**config.mk**
```make
export PLATFORM = sky130hd
export DESIGN_NAME = fit_policy_block_allocator
export DESIGN_NICKNAME = d
export VERILOG_FILES = /design/src/hw/rtl/fpba_pkg.sv /design/src/hw/rtl/fit_policy_block_allocator.sv /design/src/hw/rtl/fpba_ram.sv /design/src/hw/rtl/fpba_ctrl.sv /design/src/hw/rtl/fpba_dpath.sv
export SDC_FILE = /design/constraint.sdc
export NUM_CORES = 1
export LEC_CHECK = 0
export BUFFER_PORTS_ARGS = -buffer_cell sky130_fd_sc_hd__buf_2
export CELL_PAD_IN_SITES_DETAIL_PLACEMENT = 1
export CELL_PAD_IN_SITES_GLOBAL_PLACEMENT = 1
export CORE_ASPECT_RATIO = 2
export CORE_MARGIN = 4
export CORE_UTILIZATION = 30
export DETAILED_ROUTE_END_ITERATION = 8
export GPL_ROUTABILITY_DRIVEN = 0
export PLACE_DENSITY_LB_ADDON = 0.05
export SYNTH_ARGS = -nofsm -noshare
export SYNTH_HDL_FRONTEND = slang
export SYNTH_SLANG_ARGS = --single-unit
```
**constraint.sdc**
```tcl
create_clock -name clock -period 4.6 [get_ports clock]
set_input_delay 0.92 -clock clock [delete_from_list [all_inputs] [get_ports clock]]
set_output_delay 0.92 -clock clock [all_outputs]
set_load 0.02 [all_outputs]
```
**src/hw/rtl/fpba_pkg.sv**
```systemverilog
// ----------------------------------------------------------------------------
// fpba_pkg
// Shared types, field widths and codes for the fit-policy block allocator.
// ----------------------------------------------------------------------------
package fpba_pkg;

   localparam int NUM_BLOCKS_DEF = 16;
   localparam int SIZE_BITS_DEF  = 16;

   localparam int OP_W          = 1;
   localparam int LOAD_INDEX_W  = 4;
   localparam int ITEM_SIZE_W   = 16;
   localparam int CHOSEN_W      = 4;
   localparam int SIZE_LEFT_W   = 16;

   localparam int FIT_MODE_W    = 2;
   localparam int BLOCK_COUNT_W = 5;
   localparam int CSR_INDEX_W   = 1;
   localparam int CSR_DATA_W    = 5;

   localparam logic [OP_W-1:0] OP_LOAD    = 1'b0;
   localparam logic [OP_W-1:0] OP_REQUEST = 1'b1;

   localparam logic [FIT_MODE_W-1:0] MODE_FIRST = 2'd0;
   localparam logic [FIT_MODE_W-1:0] MODE_NEXT  = 2'd1;
   localparam logic [FIT_MODE_W-1:0] MODE_BEST  = 2'd2;
   localparam logic [FIT_MODE_W-1:0] MODE_WORST = 2'd3;

   localparam logic [CSR_INDEX_W-1:0] CSR_FIT_MODE    = 1'b0;
   localparam logic [CSR_INDEX_W-1:0] CSR_BLOCK_COUNT = 1'b1;

   localparam logic [BLOCK_COUNT_W-1:0] BLOCK_COUNT_RST = 5'd16;

   typedef struct packed {
      logic [OP_W-1:0]         op;
      logic [LOAD_INDEX_W-1:0] load_index;
      logic [ITEM_SIZE_W-1:0]  item_size;
   } req_type;

   typedef struct packed {
      logic                   granted;
      logic [CHOSEN_W-1:0]    chosen_block;
      logic [SIZE_LEFT_W-1:0] size_left;
   } rsp_type;

   // controller -> datapath
   typedef struct packed {
      logic load;    // write one table entry from the request word
      logic start;   // latch request, clear search state, set scan start
      logic issue;   // read one entry and step the scan
      logic commit;  // charge the chosen block and load the result word
   } cmd_type;

   // datapath -> controller
   typedef struct packed {
      logic last;       // scan is on its final entry
      logic cnt_zero;   // no entries in use
      logic out_free;   // result register can take a word
   } stat_type;

endpackage

```
**src/hw/rtl/fit_policy_block_allocator.sv**
```systemverilog
// ----------------------------------------------------------------------------
// fit_policy_block_allocator
// Block allocator with first, next, best and worst fit over a free-size table.
// ----------------------------------------------------------------------------
// Usage:
//   req_ channel (valid/stall): a load word writes one free size and returns
//   the next-fit pointer to entry 0; it gives no result.
//   A request word searches the entries in use and charges the chosen block.
//   rsp_ channel (valid/stall): one word per request (granted, block, size
//   left); zeros when nothing fits.
//   csr_ channel (valid/ready, always ready): index 0 fit mode, 1 block count.
//   Write it only while the block is idle.
// Timing: a request walks the table one entry per cycle through the table
//   RAM read port; a drain step then compares the last word read and the
//   commit step loads the result register, and the next word is taken
//   once the commit is done. With no entries in use a request goes
//   straight to the commit step.
// Reset: table reads as all zero (per-entry valid bits), pointer 0, fit mode
//   first fit, block count 16. No clearing pass.
// Stall: the result register holds its word; the block takes the next word
//   meanwhile, and a request that finishes while it is still full waits in
//   the commit step until it drains.
// ----------------------------------------------------------------------------
module fit_policy_block_allocator #(
   parameter int NUM_BLOCKS = fpba_pkg::NUM_BLOCKS_DEF,
   parameter int SIZE_BITS  = fpba_pkg::SIZE_BITS_DEF
) (
   input  logic                             clock,
   input  logic                             reset,
   input  logic                             req_valid,
   output logic                             req_stall,
   input  fpba_pkg::req_type                req_data,
   output logic                             rsp_valid,
   input  logic                             rsp_stall,
   output fpba_pkg::rsp_type                rsp_data,
   input  logic                             csr_valid,
   output logic                             csr_ready,
   input  logic [fpba_pkg::CSR_INDEX_W-1:0] csr_index,
   input  logic [fpba_pkg::CSR_DATA_W-1:0]  csr_wdata
);
   import fpba_pkg::*;

   cmd_type  cmd;
   stat_type stat;

   assign csr_ready = 1'b1;

   fpba_ctrl u_ctrl (
      .clock     (clock),
      .reset     (reset),
      .req_valid (req_valid),
      .req_op    (req_data.op),
      .req_stall (req_stall),
      .stat      (stat),
      .cmd       (cmd)
   );

   fpba_dpath #(
      .NUM_BLOCKS (NUM_BLOCKS),
      .SIZE_BITS  (SIZE_BITS)
   ) u_dpath (
      .clock     (clock),
      .reset     (reset),
      .req_data  (req_data),
      .csr_valid (csr_valid && csr_ready),
      .csr_index (csr_index),
      .csr_wdata (csr_wdata),
      .cmd       (cmd),
      .stat      (stat),
      .rsp_valid (rsp_valid),
      .rsp_stall (rsp_stall),
      .rsp_data  (rsp_data)
   );

   // a result word is never overwritten while it is stalled
   a_commit_free: assert property (@(posedge clock) disable iff (reset)
      cmd.commit |-> (!rsp_valid || !rsp_stall))
      else $error("commit into a stalled result word");

   // refused requests report zeros
   a_refused_zero: assert property (@(posedge clock) disable iff (reset)
      (rsp_valid && !rsp_data.granted) |-> (rsp_data.chosen_block == '0 &&
                                            rsp_data.size_left == '0))
      else $error("refused request with nonzero fields");

   // a request holds off the next word until it commits
   a_req_busy: assert property (@(posedge clock) disable iff (reset)
      (req_valid && !req_stall && req_data.op == OP_REQUEST) |=> req_stall)
      else $error("new word taken during a search");

   // a load produces no result word
   a_load_silent: assert property (@(posedge clock) disable iff (reset)
      (req_valid && !req_stall && req_data.op == OP_LOAD && !rsp_valid) |=> !rsp_valid)
      else $error("load produced a result");

endmodule

```
**src/hw/rtl/fpba_ram.sv**
```systemverilog
// ----------------------------------------------------------------------------
// fpba_ram
// Generic single write port, single read port RAM with registered read.
// ----------------------------------------------------------------------------
module fpba_ram #(
   parameter int WIDTH = 16,
   parameter int DEPTH = 16,
   parameter int AW    = (DEPTH > 1) ? $clog2(DEPTH) : 1
) (
   input  logic             clock,
   input  logic             wr_en,
   input  logic [AW-1:0]    wr_addr,
   input  logic [WIDTH-1:0] wr_data,
   input  logic             rd_en,
   input  logic [AW-1:0]    rd_addr,
   output logic [WIDTH-1:0] rd_data
);

   logic [WIDTH-1:0] mem_ff [DEPTH];
   logic [WIDTH-1:0] rd_data_ff;

   always_ff @(posedge clock) begin
      if (wr_en) begin
         mem_ff[wr_addr] <= wr_data;
      end
      if (rd_en) begin
         rd_data_ff <= mem_ff[rd_addr];
      end
   end

   assign rd_data = rd_data_ff;

endmodule

```
**src/hw/rtl/fpba_ctrl.sv**
```systemverilog
// ----------------------------------------------------------------------------
// fpba_ctrl
// Sequencer: takes one word; a load is written at once, a request runs the table scan, then commits the result.
// ----------------------------------------------------------------------------
module fpba_ctrl (
   input  logic               clock,
   input  logic               reset,
   input  logic               req_valid,
   input  logic               req_op,
   output logic               req_stall,
   input  fpba_pkg::stat_type stat,
   output fpba_pkg::cmd_type  cmd
);
   import fpba_pkg::*;

   localparam logic [1:0] S_IDLE   = 2'd0;
   localparam logic [1:0] S_SCAN   = 2'd1;
   localparam logic [1:0] S_DRAIN  = 2'd2;
   localparam logic [1:0] S_COMMIT = 2'd3;

   logic [1:0] state_ff, state_in;
   logic       accept;

   assign req_stall = (state_ff != S_IDLE);
   assign accept    = req_valid && !req_stall;

   always_comb begin
      state_in = state_ff;
      cmd      = '0;
      unique case (state_ff)
         S_IDLE: begin
            if (accept) begin
               if (req_op == OP_REQUEST) begin
                  cmd.start = 1'b1;
                  state_in  = stat.cnt_zero ? S_COMMIT : S_SCAN;
               end else begin
                  cmd.load = 1'b1;
               end
            end
         end
         S_SCAN: begin
            cmd.issue = 1'b1;
            if (stat.last) begin
               state_in = S_DRAIN;
            end
         end
         S_DRAIN: begin
            // last read data is compared here
            state_in = S_COMMIT;
         end
         S_COMMIT: begin
            if (stat.out_free) begin
               cmd.commit = 1'b1;
               state_in   = S_IDLE;
            end
         end
         default: begin
            state_in = S_IDLE;
         end
      endcase
   end

   always_ff @(posedge clock) begin
      if (reset) begin
         state_ff <= S_IDLE;
      end else begin
         state_ff <= state_in;
      end
   end

endmodule

```
**src/hw/rtl/fpba_dpath.sv**
```systemverilog
// ----------------------------------------------------------------------------
// fpba_dpath
// Free-size table, config registers, scan compare and result register.
// ----------------------------------------------------------------------------
module fpba_dpath #(
   parameter int NUM_BLOCKS = fpba_pkg::NUM_BLOCKS_DEF,
   parameter int SIZE_BITS  = fpba_pkg::SIZE_BITS_DEF
) (
   input  logic                                 clock,
   input  logic                                 reset,
   input  fpba_pkg::req_type                    req_data,
   input  logic                                 csr_valid,
   input  logic [fpba_pkg::CSR_INDEX_W-1:0]     csr_index,
   input  logic [fpba_pkg::CSR_DATA_W-1:0]      csr_wdata,
   input  fpba_pkg::cmd_type                    cmd,
   output fpba_pkg::stat_type                   stat,
   output logic                                 rsp_valid,
   input  logic                                 rsp_stall,
   output fpba_pkg::rsp_type                    rsp_data
);
   import fpba_pkg::*;

   localparam int IDX_W = (NUM_BLOCKS > 1) ? $clog2(NUM_BLOCKS) : 1;
   localparam int CNT_W = $clog2(NUM_BLOCKS + 1);
   localparam int AC_W  = (CNT_W > BLOCK_COUNT_W) ? CNT_W : BLOCK_COUNT_W;
   localparam int CMP_W = (SIZE_BITS > ITEM_SIZE_W) ? SIZE_BITS : ITEM_SIZE_W;

   // config
   logic [FIT_MODE_W-1:0]    fit_mode_ff;
   logic [BLOCK_COUNT_W-1:0] block_count_ff;
   logic [CNT_W-1:0]         cnt;

   // scan state
   logic [ITEM_SIZE_W-1:0] size_ff;
   logic [IDX_W-1:0]       addr_ff, addr_in, addr_step;
   logic [CNT_W-1:0]       j_ff, j_in;
   logic [IDX_W-1:0]       ptr_ff, ptr_in;
   logic                   rd_valid_ff;
   logic [IDX_W-1:0]       rd_addr_ff;
   logic                   vld_rd_ff;
   logic [NUM_BLOCKS-1:0]  vld_ff, vld_in;

   // search result
   logic                   found_ff, found_in;
   logic [IDX_W-1:0]       pick_ff, pick_in;
   logic [SIZE_BITS-1:0]   best_ff, best_in;

   // table access
   logic [SIZE_BITS-1:0]   ram_rdata, entry;
   logic                   wr_en, load_ok;
   logic [IDX_W-1:0]       wr_addr, load_addr;
   logic [SIZE_BITS-1:0]   wr_data;
   logic [CMP_W-1:0]       entry_ext, size_ext, diff;
   logic                   fits, take;

   // result register
   logic    rsp_valid_ff, rsp_valid_in;
   rsp_type rsp_ff, rsp_in;

   assign cnt = (AC_W'(block_count_ff) > AC_W'(NUM_BLOCKS)) ? CNT_W'(NUM_BLOCKS)
                                                             : CNT_W'(block_count_ff);

   assign stat.last     = (j_ff == cnt - CNT_W'(1));
   assign stat.cnt_zero = (cnt == '0);
   assign stat.out_free = !rsp_valid_ff || !rsp_stall;

   always_ff @(posedge clock) begin
      if (reset) begin
         fit_mode_ff    <= MODE_FIRST;
         block_count_ff <= BLOCK_COUNT_RST;
      end else if (csr_valid) begin
         unique case (csr_index)
            CSR_FIT_MODE:    fit_mode_ff    <= csr_wdata[FIT_MODE_W-1:0];
            CSR_BLOCK_COUNT: block_count_ff <= csr_wdata[BLOCK_COUNT_W-1:0];
            default: ;
         endcase
      end
   end

   // scan address: cyclic over the entries in use
   assign addr_step = ((CNT_W'(addr_ff) + CNT_W'(1)) < cnt) ? addr_ff + IDX_W'(1) : '0;

   always_comb begin
      addr_in = addr_ff;
      j_in    = j_ff;
      if (cmd.start) begin
         j_in = '0;
         if (fit_mode_ff == MODE_NEXT && CNT_W'(ptr_ff) < cnt) begin
            addr_in = ptr_ff;
         end else begin
            addr_in = '0;
         end
      end else if (cmd.issue) begin
         j_in    = j_ff + CNT_W'(1);
         addr_in = addr_step;
      end
   end

   always_ff @(posedge clock) begin
      addr_ff    <= addr_in;
      j_ff       <= j_in;
      rd_addr_ff <= addr_ff;
      vld_rd_ff  <= vld_ff[addr_ff];
      if (cmd.start) begin
         size_ff <= req_data.item_size;
      end
   end

   // compare the word read last cycle
   assign entry     = vld_rd_ff ? ram_rdata : '0;
   assign entry_ext = CMP_W'(entry);
   assign size_ext  = CMP_W'(size_ff);
   assign fits      = (entry_ext >= size_ext);

   always_comb begin
      take = 1'b0;
      if (rd_valid_ff && fits) begin
         if (!found_ff) begin
            take = 1'b1;
         end else if (fit_mode_ff == MODE_BEST) begin
            take = (entry < best_ff);
         end else if (fit_mode_ff == MODE_WORST) begin
            take = (entry > best_ff);
         end
      end
   end

   always_comb begin
      found_in = found_ff;
      pick_in  = pick_ff;
      best_in  = best_ff;
      if (cmd.start) begin
         found_in = 1'b0;
      end else if (take) begin
         found_in = 1'b1;
         pick_in  = rd_addr_ff;
         best_in  = entry;
      end
   end

   assign diff = CMP_W'(best_ff) - size_ext;

   // table writes: load word or charge of the chosen block
   assign load_addr = IDX_W'(req_data.load_index);
   assign load_ok   = (int'(req_data.load_index) < NUM_BLOCKS);
   assign wr_en     = (cmd.load && load_ok) || (cmd.commit && found_ff);
   assign wr_addr   = cmd.commit ? pick_ff : load_addr;
   assign wr_data   = cmd.commit ? SIZE_BITS'(diff) : SIZE_BITS'(req_data.item_size);

   always_comb begin
      vld_in = vld_ff;
      if (cmd.load && load_ok) begin
         vld_in[load_addr] = 1'b1;
      end
   end

   always_comb begin
      ptr_in = ptr_ff;
      if (cmd.load) begin
         ptr_in = '0;
      end else if (cmd.commit && found_ff && fit_mode_ff == MODE_NEXT) begin
         ptr_in = pick_ff;
      end
   end

   always_comb begin
      rsp_in       = rsp_ff;
      rsp_valid_in = rsp_valid_ff;
      if (cmd.commit) begin
         rsp_valid_in         = 1'b1;
         rsp_in.granted       = found_ff;
         rsp_in.chosen_block  = found_ff ? CHOSEN_W'(pick_ff) : '0;
         rsp_in.size_left     = found_ff ? SIZE_LEFT_W'(diff) : '0;
      end else if (!rsp_stall) begin
         rsp_valid_in = 1'b0;
      end
   end

   always_ff @(posedge clock) begin
      if (reset) begin
         rd_valid_ff  <= 1'b0;
         found_ff     <= 1'b0;
         ptr_ff       <= '0;
         vld_ff       <= '0;
         rsp_valid_ff <= 1'b0;
      end else begin
         rd_valid_ff  <= cmd.issue;
         found_ff     <= found_in;
         ptr_ff       <= ptr_in;
         vld_ff       <= vld_in;
         rsp_valid_ff <= rsp_valid_in;
      end
   end

   always_ff @(posedge clock) begin
      pick_ff <= pick_in;
      best_ff <= best_in;
      rsp_ff  <= rsp_in;
   end

   fpba_ram #(
      .WIDTH (SIZE_BITS),
      .DEPTH (NUM_BLOCKS)
   ) u_table (
      .clock   (clock),
      .wr_en   (wr_en),
      .wr_addr (wr_addr),
      .wr_data (wr_data),
      .rd_en   (cmd.issue),
      .rd_addr (addr_ff),
      .rd_data (ram_rdata)
   );

   assign rsp_valid = rsp_valid_ff;
   assign rsp_data  = rsp_ff;

endmodule
```
==> metrics <==
vias in the first global route 10614; post-synthesis cell area 0.0163 sq mm; io pins 56; Clock Sinks 375; first-pass GRT wire length 72000 microns; WS Path Type reg2reg; layout cells sized above 1 18.6%; status completed; Clk Latency, worst-skew pair 550 ps; Required @ worst endpoint 4820 ps; Worst EP arrival 3570 ps; post-CTS setup buffer count 0; #FFs+latches synth 375; Diodes inserted 0; DP Worst Slack 1240 ps; number of flops mapped to enable cells by yosys 333; top-area cell type share of the netlist area 61.3%; Lkg Pwr 0.00675 uW; measured slew at the worst slew-check pin 1230 ps; initial antenna violation count 1; TNS Setup 0 ps; HPWL Detailed 33000 microns; CTS tree built; sequential cell area fraction in the yosys report 66.5%; antenna violation net count after detailed routing 0; type of origin of the critical path flop; type of the worst min-delay path reg2reg; Root Buffer clkbuf_16; IO buf count 54; R2R setup slack 1250 ps; FP Rows 120; mean routed wirelength per cell 25.6 microns; minimum clock period 3350 ps; Die Area 0.0584 sq mm; detailed router's first-iteration violation count 422; syn nets 1226; Post-Layout Cell Count 1930; maximum root-to-sink buffer count 3; YS warnings 0; vias per std cell 5.06; H-tree depth 2; Die W 173 microns; Post-Syn Instances 1134; distinct cell type count after synthesis 64; initial core utilization 30.3%; Total GRT Usage 16.8%; Rel. slew slack 17.8%; Max-Cap Viols 0; core region area 0.0538 sq mm; Area Overhead vs Synth 16.1%; fmax 0.299 GHz; Die Y 338 microns; Via Count 9772; Clock Pin Slew Worst Setup and Hold Paths 60 ps; Worst setup EP type flop; worst setup slack after layout 1250 ps; Layout Skew 25.5 ps; fin nets 1322; grt total ovfl 0; synthesized area per cell 14.4 sq um; total power 10600 uW; largest net degree at the start of global routing 72; asr flop ratio synth 0%; Placed Cells 1861; fin crit share 72.8%; PwrDens 558 mW/mm^2; Max Slew Vio Count 0; total CTS buffers 38; drt drc 0; TritonRoute pass-1 iters 4; top post-synthesis cells by area edfxtp_1, dfxtp_1, mux4_2, ha_1, mux2i_1; VDD IR-drop max 0.199 mV; DRT Wirelength 49300 microns; cts hold-fix bufs 0; PostCTS Resize Cnt 0; RSZ-0062 raised after global routing false; fin util 35.2%; Synth area leader edfxtp_1; worst-path maximum fanout 22; setup violators final 0; ys flop type edfxtp_1; Fin. Hold Viols 0
[cell families (layout without fill, tap and decap cells)]
logic type	count (synthesis)	after routing	share of synthesized area (%)
and+or+nand+nor	245	245	7.02
xor gates and xnor gates	23	23	1.24
DFF	375	375	66.5
adders and majority gates	61	61	4.72
buffers and inverters	101	226	2.56
muxes	113	113	9.64
other	1	1	0.0230
AOI/OAI and AO/OA	215	215	8.33
[power breakdown]
group	leakage [uW]	internal, uW	switching [uW]
clock	0.000635	1950	1350
combinational	0.00275	1090	1910
sequential	0.00336	4120	146
total	0.00675	7150	3400
[registers in the layout, summed over array words and instances (netlist names), 5 cells and up]
register,flops
u_dpath.best_ff,16
u_dpath.vld_ff,16
u_dpath.j_ff,5
u_dpath.u_table.rd_data,16
u_dpath.u_table.mem_ff,256
u_dpath.rsp_data,21
u_dpath.block_count_ff,5
u_dpath.size_ext,16
[Yosys cell counts (3+ instances only)]
cell type	instances
o22ai_1	5
nand3_1	10
nand2b_1	8
a22oi_1	18
and3_1	5
o211ai_1	3
nand2_1	84
mux2_2	12
nor4_1	3
nor2_1	75
clkbuf_1	27
a211o_1	5
o311ai_0	3
o21a_1	3
mux2i_1	67
clkinv_1	3
nor2b_1	6
xnor2_1	13
a221oi_1	17
a21o_1	9
a211oi_1	8
dfxtp_1	42
a21oi_1	63
a31oi_1	7
inv_1	53
nor3_1	11
buf_4	4
mux4_2	34
nand4_1	8
o21ai_0	56
and2_1	20
nor3b_1	5
ha_1	59
buf_2	12
edfxtp_1	333
xor2_1	10
[metrics by stage]
| step | cell area, sq um | hold WS (ps) |
|---|---|---|
| final | 18900 | 406 |
| after global placement | 17600 | 389 |
| after floorplan | 16300 | 346 |
| after CTS | 18900 | 408 |
| after global routing | 18900 | 417 |
| after detailed placement | 17600 | 392 |
[per-layer routing]
| layer | part of all wire, % | wire (microns) | GRT usage, % | vias to the layer above |
|---|---|---|---|---|
| met4 | 2.9 | 1420 | 5.44 | 0 |
| met1 | 37 | 18300 | 18.0 | 5071 |
| met3 | 2.3 | 1140 | 1.88 | 60 |
| met2 | 58 | 28500 | 33.8 | 131 |
| met5 | 0 | 0 | 0 | - |
| li1 | - | - | - | 4510 |
[worst paths after layout]
check        cells past startpoint             startpoint                  to
min                              0  u_dpath.rd_addr_ff[0]  u_dpath.pick_ff[0]
max                              9      u_dpath.vld_rd_ff  u_dpath.pick_ff[1]
min reg2reg                      0  u_dpath.rd_addr_ff[0]  u_dpath.pick_ff[0]
max reg2reg                      9      u_dpath.vld_rd_ff  u_dpath.pick_ff[1]
[critical path, stage by stage (launching register included)]
cell       delay (ps)
dfxtp_1           780
nand2_1           240
ha_1              330
nand2b_1           90
a21oi_1            80
maj3_2            330
a2111oi_1         590
o211ai_1          190
o21ai_2           160
buf_4             230
[final cells by class]
type                            instances  area [sq um]
Clock buffer                           43           991
Clock inverter                         26           305
Fill cell                            5556         34800
Inverter                               56           210
Multi-Input combinational cell        658          5110
Sequential cell                       375         10800
Tap cell                              671           840
Timing Repair Buffer                  101           636
[layout by cell type, fill, tap and decap left out, types with 9 or more instances in the layout]
master and n:
clkinv_1 10, dfxtp_1 42, nand3_1 10, buf_4 46
ha_1 59, and2_1 20, a221oi_1 17, mux2_2 12
a22oi_1 18, nor2_2 16, o21ai_0 51, clkinv_2 9
nor3_1 11, nor2_1 59, xor2_1 10, buf_2 54
inv_1 53, a21oi_1 63, xnor2_1 13, mux2i_1 67
a21o_1 9, edfxtp_1 333, mux4_2 34, nand2_1 83
clkbuf_16 39
Note: power is estimated with default switching activity, not from simulation.
